[config.mk]
export PLATFORM = sky130hd
export DESIGN_NAME = irra_ctrl
export DESIGN_NICKNAME = d
export VERILOG_FILES = /design/src/rtl/core/irra_pkg.sv /design/src/rtl/core/irra_ctrl.sv
export SDC_FILE = /design/constraint.sdc
export NUM_CORES = 1
export LEC_CHECK = 0
export BUFFER_PORTS_ARGS = -buffer_cell sky130_fd_sc_hd__buf_4
export CAP_MARGIN = 30
export CORE_AREA = 2 2 39 41
export CTS_CLUSTER_SIZE = 20
export DETAILED_ROUTE_END_ITERATION = 8
export DIE_AREA = 0 0 41 43
export SLEW_MARGIN = 20
export SYNTH_ARGS = -nofsm -noshare
export SYNTH_HDL_FRONTEND = slang
export SYNTH_SLANG_ARGS = --single-unit
[constraint.sdc]
create_clock -name clk -period 1.4 [get_ports clk]
set_clock_uncertainty 0.1 [all_clocks]
set_input_delay 0.14 -clock clk [delete_from_list [all_inputs] [get_ports clk]]
set_output_delay 0.14 -clock clk [all_outputs]
set_load 0.1 [all_outputs]
[src/rtl/core/irra_pkg.sv]
package irra_pkg;

    // fixed widths of the ports
    localparam int PIX_W         = 32;
    localparam int CFG_SIZE_BITS = 9;
    localparam int CFG_IDX_BITS  = 2;
    localparam int CFG_DATA_BITS = 9;

    // defaults of the top level parameters
    localparam int DEF_FRAME_COLS = 256;
    localparam int DEF_FRAME_ROWS = 256;
    localparam int DEF_PIXEL_BITS = 32;

    // register reset values
    localparam logic [CFG_SIZE_BITS-1:0] RST_WIDTH  = CFG_SIZE_BITS'(256);
    localparam logic [CFG_SIZE_BITS-1:0] RST_HEIGHT = CFG_SIZE_BITS'(256);

    // register indexes
    localparam logic [CFG_IDX_BITS-1:0] REG_WIDTH    = 2'd0;
    localparam logic [CFG_IDX_BITS-1:0] REG_HEIGHT   = 2'd1;
    localparam logic [CFG_IDX_BITS-1:0] REG_ROTATION = 2'd2;

    // request codes
    localparam logic REQ_LOAD = 1'b0;
    localparam logic REQ_READ = 1'b1;

    // clockwise rotation codes
    typedef enum logic [1:0] {
        ROT_0   = 2'd0,
        ROT_90  = 2'd1,
        ROT_180 = 2'd2,
        ROT_270 = 2'd3
    } rot_t;

    // controller to datapath
    typedef struct packed {
        logic size_latch;
        logic div_start;
        logic coord_load;
        logic run;
    } irra_cmd_t;

    // datapath to controller
    typedef struct packed {
        logic cfg_write;
        logic div_done;
    } irra_status_t;

endpackage

[src/rtl/core/irra_ctrl.sv]
module irra_ctrl import irra_pkg::*; (
    input  logic         clk,
    input  logic         rst_n,
    input  irra_status_t status,
    output irra_cmd_t    cmd
);

    typedef enum logic [1:0] {
        S_SIZE,
        S_WRAP,
        S_DIV,
        S_RUN
    } state_t;

    state_t state_reg;
    state_t state_next;
    logic   run_reg;

    // a register write always restarts the sizing pass
    always_comb
    begin
        state_next = state_reg;
        if (status.cfg_write)
        begin
            state_next = S_SIZE;
        end
        else
        begin
            case (state_reg)
                S_SIZE:  state_next = S_WRAP;
                S_WRAP:  state_next = S_DIV;
                S_DIV:   state_next = status.div_done ? S_RUN : S_DIV;
                S_RUN:   state_next = S_RUN;
                default: state_next = S_SIZE;
            endcase
        end
    end

    // state and registered run enable
    always_ff @(posedge clk or negedge rst_n)
    begin
        if (!rst_n)
        begin
            state_reg <= S_SIZE;
            run_reg   <= 1'b0;
        end
        else
        begin
            state_reg <= state_next;
            run_reg   <= (state_next == S_RUN);
        end
    end

    // command decode
    assign cmd.size_latch = (state_reg == S_SIZE);
    assign cmd.div_start  = (state_reg == S_WRAP);
    assign cmd.coord_load = (state_reg == S_DIV) & status.div_done;
    assign cmd.run        = run_reg;

endmodule

==> out/results.ini <==
[run_status]
status = finished, final reports clean

[synth]
synthCells = 12
synth_nets = 16
yosysTopAreaCellShare_pct = 53.1
synth_top_cell_by_area = dfrtp_1
yosys_register_bits = 3
synth-adder-area-share_pct = 0
synth_xor_area_share_pct = 0
ys_seq_area_share_pct = 53.1
syn_area_sq_um = 141
muxShareOfSynthArea_pct = 0
ys_warn_count = 0
synth_top_family_by_area = simple AND/OR/NAND/NOR gates
yosys.area_share.simple_pct = 41.6
synth.distinct_cells = 8
synth-compound-area-share_pct = 0
synth_area_leaders = dfrtp_1 53%, nor3b_2 8.8%, nor2_1 8.0%
syn_avg_cell_area_sq_um = 11.8

[clock_tree]
path_clk_slew_ps = 40
clock_latency_ps = 230
cts_made_buffers = 3
clkSinkCount = 3
cts_buffer_depth = 2
cts_tree = yes
htreeDepth = 1
cts_root_buffer = clkbuf_4

[power]
power_uw = 394
peakVddDrop_mv = 0.693
comb_power_share_pct = 35.5
clockPowerShare_pct = 37.3
power-per-cell-area_nw_per_um2 = 1390
leakagePower_uw = 0.000127
switchingPower_uw = 149
sw_frac_of_total_pct = 37.8
seq_power_share_pct = 27.2
p_int_uw = 245

[drt]
via_count = 127
routed_wirelength_um = 356
drc = 0
wl_per_cell_um = 8.90
ant_nets = 0
viasPerCell = 3.18
drt_iter0_markers = 0
dr.pass1.iters = 1

[critical_path]
crit_chain = and3b_2, buf_12
worst_path_largest_cell_delay_ps = 460
cp.required_ps = 1160
cp.arrival_ps = 1120
reg2reg_to = state_reg[0]$_DFF_PN0_
cp_slowest_cell = dfrtp_1
r2r-start = state_reg[1]$_DFF_PN0_
crit_fanout = 5
reg2reg_depth = 2
rrSetupSlack_ps = 420
cp-start-kind = flop
critPathBufInv = 1
crit_family = flip-flops
crit_path_end_kind = primary output
critPathKind = flop to primary output

[grt]
gr-usage-met1_pct = 6.15
use_met3_pct = 7.85
grt_max_degree = 6
grt_pass1_wl_um = 510
use_met2_pct = 4.69
antenna_found_initial = 0
grt.busiest_layer = met3
grtUsageTotal_pct = 4.93
overflow = 0
grt_pass1_vias = 122

[sta]
period_needed_ps = 1360
setup_violations = 0
rsz0062_at_grt = false
hold_viol = 0
slew_headroom_pct = 81.6
worstMarginPinSlew_ps = 278
drv_slew = 0
fin_crit_sh_pct = 97.3
hold_ws_ps = 114
fmax_mhz = 734
finalSetupTns_ps = 0

[flow_run]
max-cap-violations = 0

[floorplan]
design.core.area_sq_um = 1380
die_height_um = 43
die_area_sq_um = 1760
start_util_pct = 10.2
die_width_um = 41
ios = 8
rows = 14

[cells_and_area]
final_cell_mix = 5 x buf_4, 3 x clkbuf_4, 2 x nor2_1, 2 x dlygate4sd3_1, 2 x dfrtp_1
seq_area_sq_um = 76.3
nFillCells = 148
finalNetCount = 29
final_common_cell = buf_4
multi_input_area_sq_um = 72.6
utilization_pct = 20.5
n_antenna_cell = 0
largest_register_ff_count = 2
drive_above_1_share_pct = 66.7
area_growth_pct = 101

[min_path]
holdPathEnd = run_reg$_DFF_PN0_
holdPathStages = 3
min_from = status[0]
hold_path_class = input pin to flop

[place]
portBuffers = 7
gp_congestion = 0.628

[metal layers]
metal	vias up	routed length [um]
met1	53	179
met3	0	57
met5	-	0
met2	10	119
li1	64	-
met4	0	0
[worst max path at each step]
stage / start / endpoint / slack [ps] / cells after the start
after floorplan: state_reg[0]$_DFF_PN0_ / state_reg[0]$_DFF_PN0_ / 100 / 2
after global placement: state_reg[0]$_DFF_PN0_ / cmd[1] / 210 / 2
after detailed placement: state_reg[0]$_DFF_PN0_ / cmd[1] / 190 / 2
after CTS: state_reg[0]$_DFF_PN0_ / cmd[1] / 2 / 2
after global routing: state_reg[1]$_DFF_PN0_ / cmd[1] / 4 / 2
final: state_reg[1]$_DFF_PN0_ / cmd[1] / 40 / 2
[power groups by stage]
| stage | Sequential, uW | Clock, uW | Combinational, uW |
|---|---|---|---|
| detailed placement | 108 | 0 | 128 |
| global route | 108 | 162 | 146 |
| floorplan | 106 | 0 | 103 |
| finish | 107 | 147 | 140 |
| global placement | 106 | 0 | 128 |
| CTS | 106 | 156 | 138 |
[metrics by stage]
step | worst slack (ps) | instance area [sq um] | cells
floorplan | 98.5 | 155 | 12
global placement | 212 | 220 | 34
detailed placement | 192 | 220 | 34
CTS | 1.60 | 278 | 40
global route | 3.57 | 284 | 40
finish | 38.2 | 284 | 40
[repair_timing]
| action | 4_1_cts | 5_1_grt |
|---|---|---|
| setup buffers | 0 | 0 |
| gates resized for setup | 3 | 2 |
| hold endpoints to repair | 6 | 0 |
| setup endpoints to repair | 2 | 2 |
| hold buffers | 2 | 0 |
[worst reg2reg max path, stage by stage (launching register included)]
cell and delay (ps):
dfrtp_1 460, nor3b_2 240, nor3_2 60
[layout make-up]
class	count	area share [%]
clock buffer	4	9.25
tap	16	7.05
sequential	3	26.9
timing repair buffer	9	31.3
multi-input combinational	8	25.6
[kinds of logic (layout without fill, tap and decap cells)]
group | count (synthesis) | in the layout
buffers and inverters | 1 | 13
AND/OR/NAND/NOR | 8 | 8
flip-flops | 3 | 3
[Yosys cell counts]
cell and number:
nor3_2 1, nor2_1 3, nor3b_1 1, buf_4 1, nor3b_2 1, dfrtp_1 3
and3b_1 1, nor2b_2 1
Note: power is estimated with default switching activity, not from simulation.
